`src/hw/rtl/gsoc_pkg.sv`:
```
// Shared constants and types for the gyro still-offset calibrator.
// No dependencies; used by gsoc_lane, gsoc_merge and the top level.
package gsoc_pkg;

    localparam int SAMPLE_W   = 16;                  // raw sample width
    localparam int FRAC_W     = 16;                  // fraction bits of mean/bias
    localparam int MEAN_W     = SAMPLE_W + FRAC_W;   // Q16.16 mean, bias, change mean
    localparam int DIFF_W     = MEAN_W + 1;          // difference of two Q16.16 values
    localparam int WEIGHT_W   = 16;                  // Q0.16 weight and gain
    localparam int PROD_W     = DIFF_W + WEIGHT_W + 1;
    localparam int RATE_W     = 25;
    localparam int RATE_SHIFT = FRAC_W + 8;
    localparam int CFG_IDX_W  = 4;
    localparam int CFG_DATA_W = 32;
    localparam int IN_W       = 2 * SAMPLE_W;
    localparam int OUT_W      = 56;                  // 54 used bits padded to bytes
    localparam int LANES      = 2;

    localparam logic [WEIGHT_W-1:0] WEIGHT_RESET    = 16'd655;
    localparam logic [MEAN_W-1:0]   THRESHOLD_RESET = 32'd262144;
    localparam logic [MEAN_W-1:0]   RELOAD_RESET    = 32'd6553600;
    localparam logic [WEIGHT_W-1:0] GAIN_RESET      = 16'd655;
    localparam logic [1:0]          CAL_DONE        = 2'd2;

    typedef enum logic [CFG_IDX_W-1:0] {
        CFG_WEIGHT    = 4'd0,
        CFG_THRESHOLD = 4'd1,
        CFG_RELOAD    = 4'd2,
        CFG_GAIN      = 4'd3
    } t_cfg_index;

    typedef struct packed {
        logic [WEIGHT_W-1:0] weight;
        logic [MEAN_W-1:0]   threshold;
        logic [MEAN_W-1:0]   reload;
        logic [WEIGHT_W-1:0] gain;
    } t_cfg;

    typedef struct packed {
        logic load;     // item accepted: run the EMA multiplies
        logic update;   // commit state and hand the difference on
    } t_lane_ctl;

    typedef struct packed {
        logic signed [DIFF_W-1:0] diff;  // sample*2^F minus updated bias
        logic                     recal;
        logic                     calibrated;
    } t_lane_out;

endpackage

```
`src/hw/rtl/gsoc_merge.sv`:
```
// Merge stage: scale both lane differences by the frame gain, saturate, pack the item.
// Depends on gsoc_pkg; holds the output register of the master side.
module gsoc_merge (
    input  logic                            i_clk,
    input  logic                            i_rst_n,
    input  logic                            i_valid,
    output logic                            o_ready,
    input  logic [gsoc_pkg::WEIGHT_W-1:0]   i_gain,
    input  gsoc_pkg::t_lane_out             i_lane [gsoc_pkg::LANES],
    output logic                            o_valid,
    input  logic                            i_take,
    output logic [gsoc_pkg::OUT_W-1:0]      o_data
);

    localparam int PW = gsoc_pkg::PROD_W;
    localparam int RW = gsoc_pkg::RATE_W;
    localparam int SH = gsoc_pkg::RATE_SHIFT;
    localparam int TW = PW - SH;

    logic signed [PW-1:0] prod [gsoc_pkg::LANES];
    logic signed [TW-1:0] shifted [gsoc_pkg::LANES];
    logic signed [RW-1:0] rate [gsoc_pkg::LANES];
    logic                 r_valid;
    logic [gsoc_pkg::OUT_W-1:0] r_data, n_data;

    always_comb begin
        for (int l = 0; l < gsoc_pkg::LANES; l++) begin
            prod[l]    = i_lane[l].diff * $signed({1'b0, i_gain});
            shifted[l] = prod[l][PW-1:SH];
            if (shifted[l][TW-1] != shifted[l][RW-1]) begin
                rate[l] = shifted[l][TW-1] ? {1'b1, {(RW-1){1'b0}}} : {1'b0, {(RW-1){1'b1}}};
            end else begin
                rate[l] = shifted[l][RW-1:0];
            end
        end
        n_data = {2'b00,
                  i_lane[1].recal, i_lane[0].recal,
                  i_lane[1].calibrated, i_lane[0].calibrated,
                  rate[1], rate[0]};
    end

    assign o_ready = !r_valid || i_take;

    always_ff @(posedge i_clk) begin
        if (!i_rst_n) begin
            r_valid <= 1'b0;
        end else if (o_ready) begin
            r_valid <= i_valid;
        end
    end

    always_ff @(posedge i_clk) begin
        if (o_ready && i_valid) begin
            r_data <= n_data;
        end
    end

    assign o_valid = r_valid;
    assign o_data  = r_data;

endmodule
```
`config.mk`:
```
export PLATFORM = sky130hd
export DESIGN_NAME = gsoc_merge
export DESIGN_NICKNAME = d
export VERILOG_FILES = /design/src/hw/rtl/gsoc_pkg.sv /design/src/hw/rtl/gsoc_merge.sv
export SDC_FILE = /design/constraint.sdc
export NUM_CORES = 2
export LEC_CHECK = 0
export BUFFER_PORTS_ARGS = -buffer_cell sky130_fd_sc_hd__buf_2
export CAP_MARGIN = 30
export CORE_ASPECT_RATIO = 0.9
export CORE_MARGIN = 2
export CORE_UTILIZATION = 45
export DETAILED_ROUTE_END_ITERATION = 16
export PLACE_DENSITY_LB_ADDON = 0.3
export SETUP_SLACK_MARGIN = 0.05
export SYNTH_ARGS = -nofsm -noshare
export SYNTH_HDL_FRONTEND = slang
export SYNTH_SLANG_ARGS = --single-unit
```
`constraint.sdc`:
```
create_clock -name i_clk -period 11.4 [get_ports i_clk]
set_input_delay 2.85 -clock i_clk [delete_from_list [all_inputs] [get_ports i_clk]]
set_output_delay 2.85 -clock i_clk [all_outputs]
set_load 0.005 [all_outputs]
```
======== Word level (Yosys, flattened, before mapping) ========
Cells that the tools add are included.
word-level totals
  output and inout port bits .............. 58
  bits in registers ....................... 55
  input port bits ......................... 90
  word-level logic and storage cells ...... 13
operators by class
  multiplexer cells ....................... 4
  multiply operators ...................... 2
  equal/unequal tests ..................... 2
  reduce and logical (&&, ||, !) cells .... 3
operator list
  operator                                        count
  33-bit by 17-bit multiplier with 50-bit output  2
  25-bit 2-to-1 mux                               4
  1-bit != test                                   2
  1-bit logical AND                               1
  1-bit logical NOT                               1
  1-bit logical OR                                1

======== Logic depth before layout (Yosys ltp) ========
  word-level depth ........................ 3
  mapped depth ............................ 27
  gate-level depth less buffers ........... 24

======== Worst setup path before layout ========
OpenSTA, ideal clock, no wires.
  path kind ............................... input to register
  start point ............................. in i_gain[2] in the netlist's numbering
  end point ............................... reg r_data, in the netlist o_data[47] (data pin)
  stages .................................. 24
  setup time .............................. 0.255 ns
  arrival ................................. 9.005 ns
  path slack .............................. 2.140 ns
  buffers on the path ..................... 3
  data required time ...................... 11.145 ns
  path through ............................ clkbuf_1 -> clkbuf_1 -> nand2_1 -> fa_1 -> fa_1 -> fa_1 -> inv_1 -> fa_1 -> fa_1 -> inv_1 -> fa_1 -> inv_1 -> ha_1 -> nand3_1 -> or4_1 -> a2111o_1 -> a21oi_2 -> nor2_2 -> o311ai_4 -> a21oi_2 -> nor2b_2 -> a22o_4 -> buf_6 -> o21ai_2
between the ends
  cells in the longest elaborated chain, start to end .. 3
  elaborated cells on any way between the ends .. 4
  those cells by class .................... mul: 1; eq/ne: 1; mux: 2
RTL lines
  item                                                line                                text
  start, declared                                     gsoc_merge.sv:8                     input logic [gsoc_pkg::WEIGHT_W-1:0] i_gain,
  33-bit by 17-bit multiplier with 50-bit output *    gsoc_merge.sv:28                    prod[l] = i_lane[l].diff * $signed({1'b0, i_gain});
  25-bit 2-to-1 mux or 1-bit != test (tied branches)  gsoc_merge.sv:31, gsoc_merge.sv:30
  25-bit 2-to-1 mux *                                 gsoc_merge.sv:30                    if (shifted[l][TW-1] != shifted[l][RW-1]) begin
  named net n_data, one bit                           gsoc_merge.sv:24                    logic [gsoc_pkg::OUT_W-1:0] r_data, n_data;
  end signal, assigned                                gsoc_merge.sv:54                    r_data <= n_data;
  end, declared                                       gsoc_merge.sv:24
Mark *: on every way through the listed nets, which the timed path passes. The rest lies on a longest branch.
A chain may end at the register's enable or synchronous reset.

======== Worst setup path after layout ========
  start point ............................. in i_gain[2] in the netlist's numbering
  end point ............................... reg r_data, in the netlist o_data[26] (data pin)
The elaborated chain is that of the path after synthesis.

==> results.tsv <==
stage	metric	value	unit
global_route	grt_pass1_vias	29100	
synthesis	syn_area	0.0376	mm^2
routing	drt_first_pass_iters	7	
placed_design	gp_congestion	0.846	
routing	first_iter_violations	1364	
cells_and_area	area_growth	5.08	%
global_route	grt_max_degree	67	
sta	finalSetupViolCount	0	
cts	postCtsHoldBufs	0	
sta	max_freq	0.0989	GHz
cts	cts.repair.resized	0	
critical_path	path_cells	buf_2, buf_12, nand2_1, inv_1, fa_1, fa_1, fa_1, fa_1, fa_1, fa_1, ha_1, a21o_1, a21o_1, a21oi_1, o311ai_0, a32oi_1, o311ai_4, a21oi_2, xnor2_2, nand2_2, a21oi_1	
cts	cts_tree	built	
cts	h-tree-depth	2	
global_route	grt_pass1_wl	155	mm
global_route	grt_usage	23.0	%
synthesis	synth_seq_cells	55	
critical_path	slowest_stage	fa_1	
sta	layout_setup_ws	1.29	ns
run_status	outcome	finished, final reports clean	
synthesis	synth_top_family_by_area	adder cells	
synthesis	synth_xor_area_share	1.58	%
sta	rsz0062_at_grt	false	
sta	finalHoldViolCount	0	
critical_path	crit_family	adder cells	
critical_path	critPathArrivalTime	10.15	ns
routing	via_count	26400	
synthesis	synthMuxAreaShare	0	%
synthesis	syn-instance-count	4150	
synthesis	async_flop_share	0	%
routing	post_drt_via_cell_ratio	5.01	
cts	cts_root_buf	clkbuf_16	
sta	max_slew.worst_pin.slew	0.894	ns
cells_and_area	drive_gt1_share	5.30	%
critical_path	critPathKind	in -> reg	
hold_path	hp-class	reg -> reg	
flow_run	drv_cap	0	
sta	tns	0	ns
die	core-area	0.0828	mm^2
critical_path	cp.required	11.44	ns
die	rows	100	
critical_path	cp-start-kind	input pin	
sta	period_needed	10.11	ns
cells_and_area	fin_nets	5474	
routing	postRouteAntennaNets	0	
sta	maxSlewViolCount	0	
critical_path	critPathMaxFanout	32	
synthesis	synth_flop_cell	edfxtp_1	
synthesis	yosysWarningCount	0	
placed_design	place_ws	1.04	ns
cts	post_cts_buffers	0	
synthesis	synthAdderAreaFrac	61.1	%
critical_path	path_common_cell	fa_1	
cells_and_area	final_cell_mix	inv_1 (1188), fa_1 (1002), nand2_1 (680)	
sta	finClkSkew	0.0123	ns
global_route	antenna_found_initial	8	
critical_path	path_buf_inv	3	
cts	cts.sinks	55	
synthesis	synth_compound_area_share	4.32	%
synthesis	ys_types	69	
die	start_util	45.4	%
cts	cts_made_buffers	5	
cts	cts_buffer_depth	2	
synthesis	synth_edf_count	54	
die	die-area	0.0860	mm^2
die	die_h	278	um
cts	clk_pin_slew	0.09	ns
die	dieWidth	309	um
routing	postRouteWirelength	92.7	mm
synthesis	avgSynthCellArea	9.07	um^2
routing	wl_per_cell	17.6	um
placed_design	dp_hpwl	72.5	mm
sta	period_share	88.7	%
critical_path	max_stage_delay	0.93	ns
placed_design	port_buffers	145	
cells_and_area	layout_commonest_cell	inv_1	
critical_path	critPathCaptureType	flop	
cts	clk_latency	0.33	ns
die	io_pins	148	
synthesis	synthSimpleGateAreaFrac	14.8	%
routing	drc_errors	0	
sta	slew_headroom	40.4	%
synthesis	ys_seq_area_share	4.36	%
global_route	grt_overflow	0	
## routing by layer
| layer | global-route usage [%] | share of wire, % |
|---|---|---|
| met5 | 0 | 0.044 |
| met4 | 4.84 | 1.8 |
| met3 | 2.69 | 5.7 |
| met2 | 38.6 | 49 |
| met1 | 32.2 | 44 |
## worst paths after layout
path	start	to	slack, ns	cells past startpoint
worst max-delay path	i_gain[2]	o_data[26]$_DFFE_PP_	1.29	21
worst min-delay path	o_valid$_SDFFE_PN0N_	o_valid$_SDFFE_PN0N_	0.53	2
worst max register to register	o_valid$_SDFFE_PN0N_	o_data[5]$_DFFE_PP_	9.47	3
worst min register to register	o_valid$_SDFFE_PN0N_	o_valid$_SDFFE_PN0N_	0.53	2
## Yosys cell counts (all sizes together) (7+ instances only)
cell type / count / area share [%]
a211oi: 10 / 0.20
a21o: 32 / 0.64
a21oi: 94 / 1.4
a31oi: 7 / 0.12
and2: 399 / 6.6
buf: 11 / 0.22
clkbuf: 179 / 1.8
edfxtp: 54 / 4.3
fa: 1002 / 53
ha: 234 / 7.8
inv: 1189 / 12
nand2: 681 / 6.8
nand3: 14 / 0.19
nand4: 13 / 0.22
nor2: 27 / 0.28
nor3: 7 / 0.093
o21ai: 34 / 0.47
xnor2: 46 / 1.1
xor2: 21 / 0.49
## registers in the layout, indices dropped and copies added (netlist names)
signal and flops:
o_data 54, o_valid 1
## metrics by stage
| step | area, um^2 | cells | hold slack (ns) | util (%) |
|---|---|---|---|---|
| 3_3_place_gp | 39400 | 5263 | 0.517 | 47.6 |
| 4_1_cts | 39500 | 5270 | 0.540 | 47.7 |
| 2_1_floorplan | 37600 | 4151 | 0.537 | - |
| 5_1_grt | 39500 | 5272 | 0.574 | 47.7 |
| 3_5_place_dp | 39400 | 5263 | 0.526 | 47.6 |
| 6_report | 39500 | 5274 | 0.532 | 47.7 |
## final cells by class
cell class | count | area (um^2)
fill | 8073 | 43300
multi-input combinational | 2717 | 30800
inverter | 1189 | 4460
sequential | 55 | 1640
tap | 1122 | 1400
timing repair buffer | 180 | 1110
clock buffer | 5 | 125
antenna | 4 | 10.0
clock inverter | 2 | 8.76
## worst min-delay path: cells and delay by family, from the launching register on
family | cells | cell delay (ns)
flops | 1 | 0.32
simple gates | 1 | 0.09
compound gates | 1 | 0.08
## cell families (layout without fill, tap and decap cells)
group	after synthesis	after routing
adders and majority gates	1236	1236
other	1	6
DFF	55	55
AOI/OAI and AO/OA	239	239
buffers and inverters	1379	1376
xor gates and xnor gates	67	67
and+or+nand+nor	1173	1173
Power is not shown: default switching activity piles up to over one toggle a cycle in this logic, so the estimate is an artifact.
