--- src/hw/rtl/gsoc_pkg.sv ---
// Shared constants and types for the gyro still-offset calibrator.
// No dependencies; used by gsoc_lane, gsoc_merge and the top level.
package gsoc_pkg;

    localparam int SAMPLE_W   = 16;                  // raw sample width
    localparam int FRAC_W     = 16;                  // fraction bits of mean/bias
    localparam int MEAN_W     = SAMPLE_W + FRAC_W;   // Q16.16 mean, bias, change mean
    localparam int DIFF_W     = MEAN_W + 1;          // difference of two Q16.16 values
    localparam int WEIGHT_W   = 16;                  // Q0.16 weight and gain
    localparam int PROD_W     = DIFF_W + WEIGHT_W + 1;
    localparam int RATE_W     = 25;
    localparam int RATE_SHIFT = FRAC_W + 8;
    localparam int CFG_IDX_W  = 4;
    localparam int CFG_DATA_W = 32;
    localparam int IN_W       = 2 * SAMPLE_W;
    localparam int OUT_W      = 56;                  // 54 used bits padded to bytes
    localparam int LANES      = 2;

    localparam logic [WEIGHT_W-1:0] WEIGHT_RESET    = 16'd655;
    localparam logic [MEAN_W-1:0]   THRESHOLD_RESET = 32'd262144;
    localparam logic [MEAN_W-1:0]   RELOAD_RESET    = 32'd6553600;
    localparam logic [WEIGHT_W-1:0] GAIN_RESET      = 16'd655;
    localparam logic [1:0]          CAL_DONE        = 2'd2;

    typedef enum logic [CFG_IDX_W-1:0] {
        CFG_WEIGHT    = 4'd0,
        CFG_THRESHOLD = 4'd1,
        CFG_RELOAD    = 4'd2,
        CFG_GAIN      = 4'd3
    } t_cfg_index;

    typedef struct packed {
        logic [WEIGHT_W-1:0] weight;
        logic [MEAN_W-1:0]   threshold;
        logic [MEAN_W-1:0]   reload;
        logic [WEIGHT_W-1:0] gain;
    } t_cfg;

    typedef struct packed {
        logic load;     // item accepted: run the EMA multiplies
        logic update;   // commit state and hand the difference on
    } t_lane_ctl;

    typedef struct packed {
        logic signed [DIFF_W-1:0] diff;  // sample*2^F minus updated bias
        logic                     recal;
        logic                     calibrated;
    } t_lane_out;

endpackage

--- src/hw/rtl/gsoc_lane.sv ---
// One axis of the calibrator: sample and change EMAs, stillness test, bias update.
// Depends on gsoc_pkg.
module gsoc_lane (
    input  logic                                i_clk,
    input  logic                                i_rst_n,
    input  gsoc_pkg::t_lane_ctl                 i_ctl,
    input  gsoc_pkg::t_cfg                      i_cfg,
    input  logic signed [gsoc_pkg::SAMPLE_W-1:0] i_sample,
    output gsoc_pkg::t_lane_out                 o_result
);

    localparam int MW = gsoc_pkg::MEAN_W;
    localparam int DW = gsoc_pkg::DIFF_W;
    localparam int PW = gsoc_pkg::PROD_W;
    localparam int FW = gsoc_pkg::FRAC_W;
    localparam int SW = gsoc_pkg::SAMPLE_W;

    // architectural state
    logic signed [SW-1:0] r_previous;
    logic signed [MW-1:0] r_mean, n_mean;
    logic        [MW-1:0] r_change_mean, n_change_mean;
    logic signed [MW-1:0] r_bias, n_bias;
    logic        [1:0]    r_count, n_count;

    // first stage: scaled products and differences
    logic signed [DW-1:0] r_dm, r_dbo, r_pm, r_pc;
    // second stage: result toward the merge
    gsoc_pkg::t_lane_out  r_out, n_out;

    logic signed [MW-1:0] scaled;
    logic signed [SW:0]   delta;
    logic        [SW-1:0] delta_abs;
    logic        [MW-1:0] change;
    logic signed [DW-1:0] dm, dc, dbo;
    logic signed [PW-1:0] prod_m, prod_c;
    logic signed [DW:0]   cm_sum;
    logic signed [DW-1:0] mean_sum, dmn;
    logic                 recal;

    always_comb begin
        scaled    = {i_sample, {FW{1'b0}}};
        delta     = {i_sample[SW-1], i_sample} - {r_previous[SW-1], r_previous};
        delta_abs = delta[SW] ? SW'(-delta) : delta[SW-1:0];
        change    = {delta_abs, {FW{1'b0}}};
        dm        = {scaled[MW-1], scaled} - {r_mean[MW-1], r_mean};
        dbo       = {scaled[MW-1], scaled} - {r_bias[MW-1], r_bias};
        dc        = $signed({1'b0, change}) - $signed({1'b0, r_change_mean});
        prod_m    = dm * $signed({1'b0, i_cfg.weight});
        prod_c    = dc * $signed({1'b0, i_cfg.weight});
    end

    // floor((new - old) * w / 2^16) added to old equals the weighted average
    always_comb begin
        mean_sum      = {r_mean[MW-1], r_mean} + r_pm;
        cm_sum        = $signed({2'b00, r_change_mean}) + {r_pc[DW-1], r_pc};
        dmn           = r_dm - r_pm;
        n_mean        = mean_sum[MW-1:0];
        n_change_mean = cm_sum[MW-1:0];
        recal         = cm_sum[MW-1:0] < i_cfg.threshold;
        n_bias        = r_bias;
        n_count       = r_count;
        if (recal) begin
            n_bias        = mean_sum[MW-1:0];
            n_change_mean = i_cfg.reload;
            if (r_count != gsoc_pkg::CAL_DONE) begin
                n_count = r_count + 2'd1;
            end
        end
        n_out.diff       = recal ? dmn : r_dbo;
        n_out.recal      = recal;
        n_out.calibrated = (n_count == gsoc_pkg::CAL_DONE);
    end

    always_ff @(posedge i_clk) begin
        if (!i_rst_n) begin
            r_previous    <= '0;
            r_mean        <= '0;
            r_change_mean <= gsoc_pkg::RELOAD_RESET;
            r_bias        <= '0;
            r_count       <= '0;
        end else begin
            if (i_ctl.load) begin
                r_previous <= i_sample;
            end
            if (i_ctl.update) begin
                r_mean        <= n_mean;
                r_change_mean <= n_change_mean;
                r_bias        <= n_bias;
                r_count       <= n_count;
            end
        end
    end

    always_ff @(posedge i_clk) begin
        if (i_ctl.load) begin
            r_dm  <= dm;
            r_dbo <= dbo;
            r_pm  <= prod_m[DW+FW-1:FW];
            r_pc  <= prod_c[DW+FW-1:FW];
        end
        if (i_ctl.update) begin
            r_out <= n_out;
        end
    end

    assign o_result = r_out;

endmodule

--- config.mk ---
export PLATFORM = sky130hd
export DESIGN_NAME = gsoc_lane
export DESIGN_NICKNAME = d
export VERILOG_FILES = /design/src/hw/rtl/gsoc_pkg.sv /design/src/hw/rtl/gsoc_lane.sv
export SDC_FILE = /design/constraint.sdc
export NUM_CORES = 2
export LEC_CHECK = 0
export BUFFER_PORTS_ARGS = -buffer_cell sky130_fd_sc_hd__buf_2
export CORE_ASPECT_RATIO = 2
export CORE_MARGIN = 1
export CORE_UTILIZATION = 50
export CTS_CLUSTER_SIZE = 14
export DETAILED_ROUTE_END_ITERATION = 10
export HOLD_SLACK_MARGIN = 0.06
export PLACE_DENSITY = 0.66
export SKIP_LAST_GASP = 1
export SLEW_MARGIN = 10
export SYNTH_ARGS = -nofsm -noshare
export SYNTH_HDL_FRONTEND = slang
export SYNTH_SLANG_ARGS = --single-unit
--- constraint.sdc ---
create_clock -name i_clk -period 22 [get_ports i_clk]
set_input_delay 6.6 -clock i_clk [delete_from_list [all_inputs] [get_ports i_clk]]
set_output_delay 6.6 -clock i_clk [all_outputs]
set_load 0.05 [all_outputs]
Word-level counts from Yosys, hierarchy flattened
Index checks and enable logic that the tools add are counted.
W data, S select, Z words.

operators by class
  $add $sub $neg = 9
  $mul = 2
  $lt $le $gt $ge = 1
  equality and inequality tests = 2
  muxes and demuxes = 5
  reductions and logical operators = 1

operators with widths
  kind                   count
  $sub A32 B32 Y33       3
  $add A32 B32 Y32       2
  $mul A33 B17 Y49       1
  $mul A33 B17 Y48       1
  $mux W33               1
  $sub A33 B33 Y33       1
  $lt A32 B32 Y1         1
  $mux W32               1
  $sub A16 B16 Y17       1
  $mux W16               1
  $neg A16 Y16           1
  $mux W2                2
  $add A2 B1 Y2 const B  1
  $eq A2 B2 Y1 const B   1
  $ne A2 B2 Y1 const B   1
  $reduce_and A2 Y1      1

storage, ports and cells
  register bits after elaboration = 280
  input port bits = 116
  output and inout port bits = 35

Depth between registers and ports, before layout
  word-level depth = 5
  gate-level depth with buffers = 47
  mapped depth without buffers = 47

Worst setup path before layout
Ideal clock, no wire load.

  path kind = input to register
  start = input i_sample[0] in the netlist's numbering
  end = register r_pc[31] (data pin)
  library setup time = 0.262 ns
  arrival time = 16.241 ns
  required time = 21.738 ns
  path slack = 5.497 ns
  stages on the path = 47
  path buffers = 1
  path through = inv_1 ha_1 fa_1 nor2b_1 o31a_1 o211ai_1 a211oi_1 o41ai_1 a21oi_1 nor3_1 mux2i_1 nor2_1 xnor2_1 ha_1 a21oi_1 nand2_1 a31o_2 a211oi_1 (+11 left out) inv_1 fa_1 inv_1 fa_1 inv_1 fa_1 inv_1 ha_1 a21o_1 a21o_1 a21oi_1 nor2_1 a211oi_1 a21oi_1 o21ai_0 a21oi_1 a211oi_1 xnor2_1

on the way
  word-level cells in the longest chain between the ends = 5

RTL lines
  item                    line             RTL
  start: declaration      gsoc_lane.sv:8   input logic signed [gsoc_pkg::SAMPLE_W-1:0] i_sample,
  $sub A16 B16 Y17 *      gsoc_lane.sv:42  delta = {i_sample[SW-1], i_sample} - {r_previous[SW-1], r_previous};
  $neg A16 Y16            gsoc_lane.sv:43  delta_abs = delta[SW] ? SW'(-delta) : delta[SW-1:0];
  $mux W16 *              gsoc_lane.sv:43
  $sub A32 B32 Y33 *      gsoc_lane.sv:47  dc = $signed({1'b0, change}) - $signed({1'b0, r_change_mean});
  $mul A33 B17 Y48 *      gsoc_lane.sv:49  prod_c = dc * $signed({1'b0, i_cfg.weight});
  net prod_c[47]          gsoc_lane.sv:35  logic signed [PW-1:0] prod_m, prod_c;
  end signal: assignment  gsoc_lane.sv:99  r_pc <= prod_c[DW+FW-1:FW];
  end: declaration        gsoc_lane.sv:26  logic signed [DW-1:0] r_dm, r_dbo, r_pm, r_pc;

Mark *: on every way through the listed nets, which the timed path passes. The rest lies on a longest branch.
A chain may end at the register's enable or synchronous reset.

Worst setup path after layout
Same ends and word-level chain as after synthesis.

==> metrics list <==
- Run status: finished clean
* Worst reg2reg path depth: between 40 and 50
- Area of the die: 0.108 mm²
- Main synth FF type: sky130_fd_sc_hd__edfxtp_1
- Entering global routing, the biggest net connects between 60 and 70 pins.
- Setup violations remaining at the end of the flow were counted as 0.
* Final worst setup slack: 3940 ps
- STA classifies the critical path startpoint as an input pin.
* Worst-Margin Slew: 1130 ps
- The congestion estimate from routability-driven global placement came to 0.980.
- Number of filler instances in the final layout: ~9,900
* Total GRT Usage: 31.5%
- For this run, design rule violations remaining after detail routing come to 0.
* Maximum fanout along the worst path: 16
- The number of antenna violations at the first check in global routing came to 2.
- The largest total area in the synthesized netlist belongs to sky130_fd_sc_hd__fa_1.
* Net count after synthesis: 7,457
- The floorplan step set the die height to 464 µm.
- Antenna violation net count after detailed routing: 0
* Worst path required time: 22,380 ps
- The first routing iteration left 2,392 violations.
- Floorplan core area: 0.106 mm²
- From synthesis to final layout, the design area changed by 6.01%.
* Synth Cell Area: 0.0534 mm²
- Sequential cell area fraction in the yosys report: 13.6%
- Derived from the worst setup path, the maximum achievable clock frequency is 0.0554 GHz.
- By area the synthesized netlist is led by sky130_fd_sc_hd__fa_1 37%, sky130_fd_sc_hd__ha_1 9.8%, sky130_fd_sc_hd__edfxtp_1 9.3%.
- Cells with a size suffix above 1 make up 5.22% of the layout.
- The clock arrives with 36.2 ps of skew.
- For the worst setup path, the data arrival time is 18,440 ps.
* Global-route wire length before repair: 255 mm
- Minimum clock period: 18,060 ps
* Sink Count: 280
- Routed length per placed instance: 22.3 µm
- Bufs on Longest Clock Path: 3
- After synthesis the netlist holds a flip-flop and latch count of 280.
- Total CTS buffers: 27
* Number of standard-cell rows in the floorplan: between 150 and 200
* Setup repair after global routing missed its margin: false
- Clock insertion delay at the later pin of the skew report: 640 ps
* CTS Root Cell: sky130_fd_sc_hd__clkbuf_16
* Worst setup path class: in2reg
- Adding up every negative setup slack in the final design gives 0 ps.
* Total congestion overflow: 0
* Worst hold-check slack: between 400 and 500 ps
- Fraction of post-synthesis cell area in the top cell type by area: 37.1%
- Hold Vio Cnt, Final: 0
- Syn Area/Cell: 9.00 µm²
- Port-buffer cells: 134
- Via count of the first global-routing pass: roughly 46,000
- Max-cap violations in this run came to 0.
- Final Max Slew Viols: 0
* Headroom to the max-slew limit: about a quarter
* First drt pass iteration count: 6
- Number of cells on the worst hold path: 2
- Worst path slowest cell: sky130_fd_sc_hd__a221oi_1
- Dividing the final minimum period by the clock period gives 82.1%.
- After synthesis, the share of flip-flops with an asynchronous set or reset is 0%.
* Synthesis warning total: 0
- After clock tree synthesis, the clock-pin slew on the worst setup and hold paths is 70 ps.
* Sum of net half-perimeters after detailed placement: 127 mm
- Hold repair after CTS inserted 0 buffers.
- Post-detailed-routing wire length: 164 mm
* Count of flip-flops with a built-in enable after synthesis: 166
- In this run the horizontal extent of the chip is around 230 µm.
- CTS built an H-tree with a depth of 1.
* Via total after detailed routing: 41,600
- Using the TritonRoute via totals, the vias-per-cell ratio works out to 5.66.
- Layout net count: around 7,500
* Post-CTS Setup Repair Bufs: 0
- Post-CTS repair changed the size of 0 cells.
* Worst path max stage delay: 600 ps
- HP Class: reg2reg
- Timing analysis after detailed placement gives a worst setup slack of 3450 ps.
- Crit. End Element: register
- TritonCTS built the clock tree.
- Unique cell type count in the Yosys netlist: 83
* Number of standard cells after synthesis: about 5,900
- ~150 I/O pins were placed.
- Starting density of the core: 50.4%
-- cell type report --
| cell class | instances | area, µm² | area share, % |
|---|---|---|---|
| clock buffer | 36 | 749 | 1.32 |
| inverter | 1255 | 4710 | 8.33 |
| clock inverter | 14 | 174 | 0.307 |
| multi-input combinational | 4166 | 40600 | 71.7 |
| antenna | 2 | 5.00 | 0.00884 |
| sequential | 280 | 7270 | 12.8 |
| tap | 1368 | 1710 | 3.02 |
| timing repair buffer | 229 | 1400 | 2.48 |
-- per-layer routing --
layer	routed length (µm)	vias to the layer above	part of all wire, %	GRT usage, %
met4	15600	2	9.5	24.9
met5	11	-	0.0067	0
met1	52500	21200	32	31.0
met2	88300	1456	54	59.0
met3	7460	639	4.6	2.90
li1	-	18300	-	-
-- cell usage after synthesis, types with 19 or more instances --
library cell	number
sky130_fd_sc_hd__inv_1	1253
sky130_fd_sc_hd__fa_1	989
sky130_fd_sc_hd__nand2_1	898
sky130_fd_sc_hd__ha_1	420
sky130_fd_sc_hd__and2_1	374
sky130_fd_sc_hd__clkbuf_1	219
sky130_fd_sc_hd__nor2_1	213
sky130_fd_sc_hd__a21oi_1	182
sky130_fd_sc_hd__xnor2_1	176
sky130_fd_sc_hd__edfxtp_1	166
sky130_fd_sc_hd__o21ai_0	135
sky130_fd_sc_hd__dfxtp_1	114
sky130_fd_sc_hd__a21o_1	93
sky130_fd_sc_hd__xor2_1	83
sky130_fd_sc_hd__nor3_1	55
sky130_fd_sc_hd__nand3_1	49
sky130_fd_sc_hd__o21a_1	46
sky130_fd_sc_hd__mux2i_1	43
sky130_fd_sc_hd__a211oi_1	40
sky130_fd_sc_hd__and3_1	28
sky130_fd_sc_hd__nand2b_1	27
sky130_fd_sc_hd__a31oi_1	26
sky130_fd_sc_hd__nor2b_1	26
sky130_fd_sc_hd__a311oi_1	19
sky130_fd_sc_hd__o21bai_1	19
-- cells in the final DEF (no fill, tap or decap), types with 25 or more instances in the layout --
master	n
sky130_fd_sc_hd__inv_1	1252
sky130_fd_sc_hd__fa_1	989
sky130_fd_sc_hd__nand2_1	898
sky130_fd_sc_hd__ha_1	420
sky130_fd_sc_hd__and2_1	374
sky130_fd_sc_hd__nor2_1	211
sky130_fd_sc_hd__a21oi_1	182
sky130_fd_sc_hd__xnor2_1	176
sky130_fd_sc_hd__edfxtp_1	166
sky130_fd_sc_hd__o21ai_0	134
sky130_fd_sc_hd__buf_2	128
sky130_fd_sc_hd__dfxtp_1	114
sky130_fd_sc_hd__buf_4	100
sky130_fd_sc_hd__a21o_1	93
sky130_fd_sc_hd__xor2_1	80
sky130_fd_sc_hd__nor3_1	55
sky130_fd_sc_hd__nand3_1	49
sky130_fd_sc_hd__o21a_1	46
sky130_fd_sc_hd__mux2i_1	43
sky130_fd_sc_hd__a211oi_1	40
sky130_fd_sc_hd__and3_1	28
sky130_fd_sc_hd__nand2b_1	27
sky130_fd_sc_hd__clkbuf_16	27
sky130_fd_sc_hd__nor2b_1	26
sky130_fd_sc_hd__a31oi_1	25
-- per-stage QoR --
| step | cells | util, % | cell area, µm² |
|---|---|---|---|
| 6_report | 7350 | 53.4 | 56600 |
| 5_1_grt | 7349 | 53.4 | 56600 |
| 4_1_cts | 7348 | 53.4 | 56600 |
| 3_5_place_dp | 7298 | 52.5 | 55700 |
| 3_3_place_gp | 7298 | 52.5 | 55700 |
| 2_1_floorplan | 5932 | - | 53400 |
-- worst paths after layout --
| path | startpoint | end | slack [ps] |
|---|---|---|---|
| max | i_sample[0] | r_pc[31]$_DFFE_PP_ | 3940 |
| min | r_bias[23]$_SDFFE_PN0P_ | r_bias[23]$_SDFFE_PN0P_ | 460 |
| max reg2reg | r_previous[0]$_SDFFE_PN0P_ | r_pc[31]$_DFFE_PP_ | 9980 |
| min reg2reg | r_bias[23]$_SDFFE_PN0P_ | r_bias[23]$_SDFFE_PN0P_ | 460 |
-- cell families after synthesis --
| kind of cell | Yosys count | share of synthesized area (%) |
|---|---|---|
| and+or+nand+nor | 1770 | 15.5 |
| buffers and inverters | 1486 | 10.5 |
| adders and majority gates | 1409 | 46.9 |
| AOI/OAI and AO/OA | 677 | 8.22 |
| DFF | 280 | 13.6 |
| xor gates and xnor gates | 263 | 4.37 |
| muxes | 47 | 0.891 |
-- worst max-delay path, delay by kind of cell --
family / cells / cell delay (ps)
buf+inv: 8 / 930
compound gates: 19 / 4640
fa+ha+maj: 10 / 4400
mux: 1 / 390
simple gates: 6 / 930
xor+xnor: 3 / 530
-- state kept, by name (all words and copies together) (netlist names) --
register	count
r_bias	32
r_pc	32
r_change_mean	32
r_mean	32
o_result	35
r_count	2
r_previous	16
r_pm	33
r_dm	33
r_dbo	33
Power is left out: the tool's default activity adds up to more than one toggle a clock period on the data nets, which glitch-free logic cannot reach.
